<file path="src/sv/hfa_pkg.sv">
// Package: page, usage and key codes, output slot counts and the per-beat action struct for the field accumulator.
package hfa_pkg;

  localparam logic [15:0] PAGE_KEYBOARD = 16'h0007;
  localparam logic [15:0] PAGE_CONSUMER = 16'h000c;

  localparam logic [15:0] USAGE_MOD_LOW  = 16'h00e0;
  localparam logic [15:0] USAGE_MOD_HIGH = 16'h00e7;

  localparam logic [15:0] USAGE_MUTE     = 16'h00e2;
  localparam logic [15:0] USAGE_VOL_UP   = 16'h00e9;
  localparam logic [15:0] USAGE_VOL_DOWN = 16'h00ea;

  localparam logic [7:0] KEY_MUTE     = 8'h7f;
  localparam logic [7:0] KEY_VOL_UP   = 8'h80;
  localparam logic [7:0] KEY_VOL_DOWN = 8'h81;

  localparam int KEY_SLOTS_OUT   = 6;
  localparam int MEDIA_SLOTS_OUT = 4;

  // What one parsed field does to the accumulated report.
  typedef struct packed {
    logic       set_seen_media;
    logic       set_seen_keyboard;
    logic [7:0] mod_mask;
    logic       key_append;
    logic [7:0] key_code;
    logic       media_append;
    logic [7:0] media_code;
  } hfa_action_t;

endpackage

</file>
<file path="src/sv/hid_keyboard_field_accumulator.sv">
// Top level: HID keyboard field accumulator building a boot-style report.
// A report beat is registered and shows on the output in the cycle after its end-of-report beat is taken.
// Throughput: one field beat per cycle; the input stalls only while a finished report
// sits unread in the result register and another end-of-report beat waits behind it.
// Reset (rst, synchronous, active high) clears the accumulated report, empties both
// stages and sets media_enabled to 1.
module hid_keyboard_field_accumulator
  import hfa_pkg::*;
#(
  parameter int MAX_KEYS  = 6,
  parameter int MAX_MEDIA = 4
) (
  input  logic        clk,
  input  logic        rst,
  // configuration: media_enabled
  input  logic        cfg_write,
  input  logic        cfg_data,
  // field channel
  input  logic        field_valid,
  output logic        field_stall,
  input  logic        kind,
  input  logic [15:0] field_page,
  input  logic [15:0] usage,
  input  logic signed [31:0] field_value,
  // report channel
  output logic        report_valid,
  input  logic        report_stall,
  output logic [7:0]  modifiers,
  output logic [47:0] keys,
  output logic [2:0]  key_count,
  output logic [31:0] media_list,
  output logic [2:0]  media_count,
  output logic        media_flag,
  output logic        keyboard_flag
);

  localparam int KEY_FILL_W   = $clog2(MAX_KEYS + 1);
  localparam int MEDIA_FILL_W = $clog2(MAX_MEDIA + 1);

  // Configuration register.
  logic media_enabled;

  // Input register: the field is reduced to the bits the decoder needs.
  logic        s1_valid;
  logic        s1_kind;
  logic [15:0] s1_page;
  logic [15:0] s1_usage;
  logic        s1_active;

  // Accumulated report.
  logic [7:0]              modifier_bits;
  logic [7:0]              key_slots [MAX_KEYS];
  logic [KEY_FILL_W-1:0]   key_fill;
  logic [7:0]              media_slots [MAX_MEDIA];
  logic [MEDIA_FILL_W-1:0] media_fill;
  logic                    seen_media;
  logic                    seen_keyboard;

  hfa_action_t action;
  logic        s1_free;
  logic        s1_take;
  logic        report_load;
  logic        key_room;
  logic        media_room;

  // Packed view of the accumulated report for the result register.
  logic [47:0]               keys_next;
  logic [31:0]               media_list_next;
  logic [KEY_FILL_W+2:0]     key_fill_wide;
  logic [MEDIA_FILL_W+2:0]   media_fill_wide;

  // The input stage holds only when an end-of-report beat cannot move into a
  // result register that still waits on the consumer.
  assign s1_free     = !s1_valid || !s1_kind || !report_valid || !report_stall;
  assign field_stall = !s1_free;
  assign s1_take     = s1_valid && s1_free;
  assign report_load = s1_take && s1_kind;

  assign key_room   = key_fill != KEY_FILL_W'(MAX_KEYS);
  assign media_room = media_fill != MEDIA_FILL_W'(MAX_MEDIA);

  hfa_decode u_decode (
    .media_enabled (media_enabled),
    .page          (s1_page),
    .usage         (s1_usage),
    .active        (s1_active),
    .action        (action)
  );

  always_ff @(posedge clk) begin
    if (rst) begin
      media_enabled <= 1'b1;
    end else if (cfg_write) begin
      media_enabled <= cfg_data;
    end
  end

  // Input register: advance whenever the stage is free.
  always_ff @(posedge clk) begin
    if (rst) begin
      s1_valid <= 1'b0;
    end else if (s1_free) begin
      s1_valid <= field_valid;
    end
  end

  always_ff @(posedge clk) begin
    if (s1_free && field_valid) begin
      s1_kind   <= kind;
      s1_page   <= field_page;
      s1_usage  <= usage;
      s1_active <= field_value != 32'sd0;
    end
  end

  // Accumulate one field per beat; an end-of-report beat drops everything.
  always_ff @(posedge clk) begin
    if (rst || report_load) begin
      modifier_bits <= '0;
      key_fill      <= '0;
      media_fill    <= '0;
      seen_media    <= 1'b0;
      seen_keyboard <= 1'b0;
      for (int i = 0; i < MAX_KEYS; i++) begin
        key_slots[i] <= '0;
      end
      for (int i = 0; i < MAX_MEDIA; i++) begin
        media_slots[i] <= '0;
      end
    end else if (s1_take) begin
      modifier_bits <= modifier_bits | action.mod_mask;
      if (action.set_seen_media) begin
        seen_media <= 1'b1;
      end
      if (action.set_seen_keyboard) begin
        seen_keyboard <= 1'b1;
      end
      // Append into the slot the fill count points at; a full list drops the key.
      if (action.key_append && key_room) begin
        key_fill <= key_fill + KEY_FILL_W'(1);
        for (int i = 0; i < MAX_KEYS; i++) begin
          if (key_fill == KEY_FILL_W'(i)) begin
            key_slots[i] <= action.key_code;
          end
        end
      end
      if (action.media_append && media_room) begin
        media_fill <= media_fill + MEDIA_FILL_W'(1);
        for (int i = 0; i < MAX_MEDIA; i++) begin
          if (media_fill == MEDIA_FILL_W'(i)) begin
            media_slots[i] <= action.media_code;
          end
        end
      end
    end
  end

  // Pack the slots; slots past the output width are cut off.
  always_comb begin
    keys_next       = '0;
    media_list_next = '0;
    for (int i = 0; i < KEY_SLOTS_OUT; i++) begin
      if (i < MAX_KEYS) begin
        keys_next[8*i +: 8] = key_slots[i];
      end
    end
    for (int i = 0; i < MEDIA_SLOTS_OUT; i++) begin
      if (i < MAX_MEDIA) begin
        media_list_next[8*i +: 8] = media_slots[i];
      end
    end
  end

  // Counts are reported modulo eight.
  assign key_fill_wide   = (KEY_FILL_W + 3)'(key_fill);
  assign media_fill_wide = (MEDIA_FILL_W + 3)'(media_fill);

  // Result register: hold while stalled, load on an end-of-report beat.
  always_ff @(posedge clk) begin
    if (rst) begin
      report_valid <= 1'b0;
    end else if (report_load) begin
      report_valid <= 1'b1;
    end else if (!report_stall) begin
      report_valid <= 1'b0;
    end
  end

  always_ff @(posedge clk) begin
    if (report_load) begin
      modifiers     <= modifier_bits;
      keys          <= keys_next;
      key_count     <= key_fill_wide[2:0];
      media_list    <= media_list_next;
      media_count   <= media_fill_wide[2:0];
      media_flag    <= seen_media;
      keyboard_flag <= seen_keyboard;
    end
  end

endmodule

</file>
<file path="src/sv/hfa_decode.sv">
// Field decoder: classifies one parsed field into modifier, key and media actions.
module hfa_decode
  import hfa_pkg::*;
(
  input  logic        media_enabled,
  input  logic [15:0] page,
  input  logic [15:0] usage,
  input  logic        active,
  output hfa_action_t action
);

  logic       pressed;
  logic       is_mod;
  logic [7:0] media_code;

  assign pressed = active && (usage != 16'h0000);
  assign is_mod  = (usage >= USAGE_MOD_LOW) && (usage <= USAGE_MOD_HIGH);

  always_comb begin
    case (usage)
      USAGE_MUTE:     media_code = KEY_MUTE;
      USAGE_VOL_UP:   media_code = KEY_VOL_UP;
      USAGE_VOL_DOWN: media_code = KEY_VOL_DOWN;
      default:        media_code = 8'h00;
    endcase
  end

  always_comb begin
    action = '0;
    action.key_code   = usage[7:0];
    action.media_code = media_code;
    if (page == PAGE_CONSUMER) begin
      if (media_enabled) begin
        action.set_seen_media = 1'b1;
        action.media_append   = pressed && (media_code != 8'h00);
      end
    end else if (page == PAGE_KEYBOARD) begin
      action.set_seen_keyboard = media_enabled;
      if (pressed) begin
        if (is_mod) begin
          action.mod_mask = 8'b1 << usage[2:0];
        end else begin
          action.key_append = 1'b1;
        end
      end
    end
  end

endmodule

</file>
<file path="config.mk">
export PLATFORM = sky130hd
export DESIGN_NAME = hid_keyboard_field_accumulator
export DESIGN_NICKNAME = d
export VERILOG_FILES = /design/src/sv/hfa_pkg.sv /design/src/sv/hid_keyboard_field_accumulator.sv /design/src/sv/hfa_decode.sv
export SDC_FILE = /design/constraint.sdc
export NUM_CORES = 1
export LEC_CHECK = 0
export ABC_CLOCK_PERIOD_IN_PS = 7600
export BUFFER_PORTS_ARGS = -buffer_cell sky130_fd_sc_hd__buf_2
export CAP_MARGIN = 20
export CORE_ASPECT_RATIO = 1.2
export CORE_MARGIN = 5
export CORE_UTILIZATION = 30
export CTS_BUF_LIST = sky130_fd_sc_hd__clkbuf_16
export DETAILED_ROUTE_END_ITERATION = 7
export PLACE_DENSITY = 0.59
export SKIP_LAST_GASP = 1
export SLEW_MARGIN = 5
export SYNTH_ARGS = -nofsm -noshare
export SYNTH_HDL_FRONTEND = slang
export SYNTH_HIERARCHICAL = 1
export SYNTH_SLANG_ARGS = --single-unit
</file>
<file path="constraint.sdc">
create_clock -name clk -period 7.6 [get_ports clk]
set_clock_uncertainty 0.05 [all_clocks]
set_input_delay 1.14 -clock clk [delete_from_list [all_inputs] [get_ports clk]]
set_output_delay 1.14 -clock clk [all_outputs]
set_load 0.05 [all_outputs]
</file>
=== After elaboration in Yosys (flattened, before gate mapping) ===
Memories as Yosys holds them, arrays and structs flattened. A register that Yosys moved wholly into a read port is not among the register bits.
Cells that the tools add are included.

* Memory bits (writable): 80
* Word-level logic and storage cells: 151
* Input port bits: 71
* Memories: 2
* Flip-flop bits (word level): 69

* Shift-type cells: 1
* Bitwise logic cells: 11
* Magnitude comparators: 2
* Equal/unequal tests: 16
* Reduce and logical (&&, ||, !) cells: 26
* Mux-type cells: 74
* $add $sub $neg: 2

{| class="wikitable"
|+ Memory list
! name !! words !! width !! read ports !! clocked after Yosys merged registers in !! write ports !! RTL line !! text
|-
| key_slots || 6 || 8 || 6 || 6 || 6 || hid_keyboard_field_accumulator.sv:52 || <nowiki>logic [7:0] key_slots [MAX_KEYS];</nowiki>
|-
| media_slots || 4 || 8 || 4 || 4 || 4 || hid_keyboard_field_accumulator.sv:54 || <nowiki>logic [7:0] media_slots [MAX_MEDIA];</nowiki>
|}

{| class="wikitable"
|+ Operator list
! kind !! count
|-
| $mux W8 || 11
|-
| $mux W1 || 59
|-
| $eq A16 B8 Y1 const B || 3
|-
| $reduce_bool A32 Y1 || 1
|-
| $pmux W8 S3 || 1
|-
| $mux W10 || 2
|-
| $eq A16 B3 Y1 const B || 1
|-
| $eq A16 B4 Y1 const B || 1
|-
| $ge A16 B8 Y1 const B || 1
|-
| $le A16 B8 Y1 const B || 1
|-
| $reduce_bool A16 Y1 || 1
|-
| $eq A3 B2 Y1 const B || 4
|-
| $or A1 B1 Y1 || 10
|-
| $mux W9 || 1
|-
| $logic_and A1 B1 Y1 || 8
|-
| $or A8 B8 Y8 || 1
|-
| $reduce_and A2 Y1 || 4
|-
| $reduce_bool A8 Y1 || 1
|-
| $shl A1 B3 Y8 const A || 1
|-
| $add A3 B1 Y3 const B || 2
|-
| $eq A3 B1 Y1 const B || 2
|-
| $eq A3 B3 Y1 const B || 2
|-
| $logic_not A3 Y1 || 2
|-
| $ne A3 B3 Y1 const B || 2
|-
| 3 further kinds || 10
|}

=== Longest topological paths before layout ===
* Depth in word-level cells: 12
* Depth in mapped cells: 8
* Mapped depth without buffers: 6

=== Cells and area by module ===
Netlist, hierarchy kept.

{| class="wikitable"
|+ By module, submodules not included
! module !! area each (um^2) !! times used !! cells an instance
|-
| hid_keyboard_field_accumulator || 7,986.4 || 1 || 432
|-
| hfa_decode || 518.0 || 1 || 68
|}

=== Worst setup path before layout ===
No wires, ideal clock.

* Kind: input-to-reg
* Start: input port report_stall
* End: register key_count[0], enable pin
* Buffers on the path: 0
* Slack: 1.171 ns
* Stages: 1
* Arrival time: 5.797 ns
* Library setup time: 0.583 ns
* Cell sequence: a21oi_1

* Cells in the longest elaborated chain, start to end: 4

{| class="wikitable"
|+ RTL lines
! what !! RTL line !! text
|-
| from (decl) || hid_keyboard_field_accumulator.sv:27 || <nowiki>input logic report_stall,</nowiki>
|-
| $logic_not A1 Y1 || n/a ||
|-
| $logic_or A1 B1 Y1 || hid_keyboard_field_accumulator.sv:74 || <nowiki>assign s1_free = !s1_valid || !s1_kind || !report_valid || !report_stall;</nowiki>
|-
| $logic_and A1 B1 Y1 || hid_keyboard_field_accumulator.sv:76 || <nowiki>assign s1_take = s1_valid && s1_free;</nowiki>
|-
| $logic_and A1 B1 Y1 || hid_keyboard_field_accumulator.sv:77 || <nowiki>assign report_load = s1_take && s1_kind;</nowiki>
|-
| to (signal assigned) || hid_keyboard_field_accumulator.sv:193 || <nowiki>key_count <= key_fill_wide[2:0];</nowiki>
|-
| to (decl) || hid_keyboard_field_accumulator.sv:30 || <nowiki>output logic [2:0] key_count,</nowiki>
|}

Every way passes these cells.
A chain may end at the register's enable or synchronous reset.

==> results_dict.tcl <==
set metrics [dict create \
    clock_path_buffers 3 \
    synth_edf_count 210 \
    power.density_mw_per_mm2 256.0 \
    synth_nets 581 \
    remaining_drc_errors 0 \
    core_mm2 0.02800 \
    crit_buf_inv 0 \
    cts_max_level 1 \
    grt_pass1_wl_um 27260 \
    die-area_mm2 0.03183 \
    ys.flop_type "edfxtp_1" \
    cp_slowest_cell "o21ai_0" \
    final_hold_viol_count 0 \
    drtPass1Iterations 5 \
    chipHeight_um 194.4 \
    cts_buffers 24 \
    place_area_mm2 0.009708 \
    ir_drop_uv 121.9 \
    endpoint_kind "flop" \
    drv_cap 0 \
    worstMarginPinSlew_ns 1.080 \
    max_freq_ghz 0.2673 \
    synthAdderAreaFrac_pct 1.471 \
    synth-compound-area-share_pct 3.516 \
    post_cts_resized 0 \
    diodes 0 \
    p_total_w 0.002692 \
    yosysWarnings 6 \
    drive_gt1_share_pct 34.62 \
    io_pins 169 \
    worst_setup_path_start_kind "flop" \
    path_class "flop to flop" \
    routedWlPerCell_um 16.36 \
    fin_crit_sh_pct 49.22 \
    synth-seq-cells 229 \
    first_global_vias 4812 \
    arrival_ns 3.81 \
    drt_iter0_drc 271 \
    r2r_slack_ns 3.86 \
    status "complete, no violations" \
    slew_violations 0 \
    cp_max_fo 12 \
    fin_crit_ns 3.741 \
    vias 4702 \
    gp_congestion 0.8033 \
    p_leak_nw 3.913 \
    drt-total-wl_um 17640 \
    clock-sinks 229 \
    synth_cell_types 43 \
    hold_path.class "flop to flop" \
    row_count 67 \
    post-cts-setup-buffers 0 \
    antenna_found_initial 1 \
    slowest_delay_ns 0.95 \
    clockRootBuffer "clkbuf_16" \
    yosys.area_share.xor_xnor_pct 0 \
    slew_headroom_pct 27.43 \
    die_w_um 163.7 \
    syn2layout_area_growth_pct 23.64 \
    synth_top_family_by_area "simple AND/OR/NAND/NOR gates" \
    setup_viol 0 \
    final_cell_area_mm2 0.01052 \
    async_flop_share_pct 0 \
    clk_latency_ns 0.50 \
    cp.required_ns 7.67 \
    cts_tree "yes" \
    synthMuxAreaShare_pct 0 \
    syn-cell-area_mm2 0.008504 \
    synth_simple_gate_area_share_pct 13.98 \
    routed_via_density 4.362 \
    seq_area_frac_synth_pct 78.62 \
    fin_nets 763 \
    dpl.hpwl_um 12830 \
    syn_inst 500 \
    rsz0062_at_grt "false" \
    overflow 0 \
    worstRegToRegCells 6 \
    worstHoldStart "media_slots[2][2]$_SDFFCE_PN0P_" \
    critPathTopFamily "compound AO/OA/AOI/OAI gates" \
    numPortBuffers 168 \
    reg2reg_from "s1_page[5]$_DFFE_PP_" \
    timing.setup.tns_ns 0 \
    clk_pin_slew_worst_paths_ns 0.06 \
    start_util_pct 30.37 \
    crit_chain "nor4b_4 -> nand4_2 -> a311oi_1 -> a21boi_0 -> nand3_1 -> o21ai_0" \
    final_antenna_net_count 0 \
    whs_path_depth 0 \
    min_to "media_list[18]$_DFFE_PP_" \
    ctsHoldBuffers 0 \
    grt_start_max_net_pins 77 \
    avgSynthCellArea_um2 17.01 \
    r2r-end "key_slots[2][4]$_SDFFCE_PN0P_" \
    grtUsageTotal_pct 10.86 \
]
[cell usage in the layout (no fill, tap or decap), types with 2 or more instances in the layout]
master,synthesis,final
a21bo_2,2,2
and4_1,3,3
nor2b_1,7,6
nand2_1,5,5
and3_1,17,17
nor4_2,11,11
a211o_1,2,2
nor3_2,3,3
clkinvlp_4,0,2
dfxtp_1,19,19
nand3_1,10,10
a21boi_0,2,2
clkbuf_16,0,25
o31ai_1,3,3
clkinv_1,0,2
nor4_1,13,13
nand2b_1,5,5
a21oi_1,4,3
nand4bb_1,2,2
nand4_1,7,7
nor3_1,5,5
nor2_1,19,19
clkinv_2,0,7
inv_1,14,18
buf_2,2,175
buf_4,13,3
edfxtp_1,210,210
o21a_1,2,2
a31oi_1,13,13
o21ai_0,10,10
ha_1,10,10
bufinv_16,0,2
and2_1,65,65
a211oi_1,3,3
[layer usage]
layer,vias up,part of all wire (%),track usage [%]
met5,-,0.062,0
met4,2,2.1,3.201
met3,31,7.9,2.691
met2,174,48,18.22
met1,2233,41,13.90
li1,2262,-,-
[cell families (layout without fill, tap and decap cells)]
group,count (synthesis),in the layout
buffers and inverters,37,236
DFF,229,229
AOI/OAI and AO/OA,45,45
adders and majority gates,10,10
and+or+nand+nor,179,179
[sequential cells by signal (all words and copies together) (netlist names), 3 cells and up]
signal         cells
key_slots         48
s1_page           16
modifier_bits      8
modifiers          8
key_fill           3
keys              48
s1_usage          16
media_count        3
media_fill         3
key_count          3
media_slots       32
media_list        32
[final cells by class]
| type | count | area, um2 |
|---|---|---|
| Fill cell | 2683 | 17480 |
| Sequential cell | 229 | 6686 |
| Multi-Input combinational cell | 234 | 1632 |
| Timing Repair Buffer | 179 | 903.4 |
| Clock buffer | 25 | 625.6 |
| Tap cell | 379 | 474.2 |
| Clock inverter | 18 | 141.4 |
| Inverter | 14 | 52.55 |
[Yosys cell counts, drive strengths merged (3+ instances only)]
cell type	number	area [um2]
dfxtp	19	380.4
clkbuf	5	18.77
nor3	8	55.05
o31ai	3	22.52
nand2	5	18.77
nand3	10	50.05
nor2	20	82.58
and2	65	406.6
ha	10	125.1
edfxtp	210	6306
nand2b	5	31.28
buf	18	133.9
nor4	25	240.2
a31oi	13	81.33
inv	14	52.55
and3	17	106.4
a21oi	4	20.02
o21ai	10	50.05
nand4	8	56.30
nor2b	7	43.79
and4	3	26.28
a211oi	3	22.52
[power by group]
group          switching [W]  internal (W)
Combinational      0.0000959     0.0000319
Sequential         0.0000234       0.00142
Clock               0.000453      0.000663
Total               0.000572       0.00212
[stage by stage]
step / hold slack [ns] / setup WS, ns / utilization (%) / std cells
floorplan: 0.3503 / 1.171 / - / 500
global placement: 0.3532 / 3.863 / 34.67 / 1027
detailed placement: 0.3545 / 3.655 / 34.67 / 1027
CTS: 0.3657 / 3.673 / 37.41 / 1070
global route: 0.3704 / 3.505 / 37.55 / 1078
finish: 0.3634 / 3.859 / 37.55 / 1078
[worst max path at each step]
stage / startpoint / to / slack (ns) / cells past startpoint
finish: s1_page[5]$_DFFE_PP_ / key_slots[2][4]$_SDFFCE_PN0P_ / 3.86 / 6
global route: s1_page[11]$_DFFE_PP_ / key_slots[2][7]$_SDFFCE_PN0P_ / 3.50 / 6
CTS: s1_usage[4]$_DFFE_PP_ / media_slots[1][6]$_SDFFCE_PN0P_ / 3.67 / 6
detailed placement: s1_usage[4]$_DFFE_PP_ / media_slots[1][3]$_SDFFCE_PN0P_ / 3.65 / 6
global placement: s1_usage[4]$_DFFE_PP_ / media_slots[2][0]$_SDFFCE_PN0P_ / 3.86 / 6
floorplan: report_stall / key_count[0]$_DFFE_PP_ / 1.17 / 1
Power figures use the tool's default switching activity.
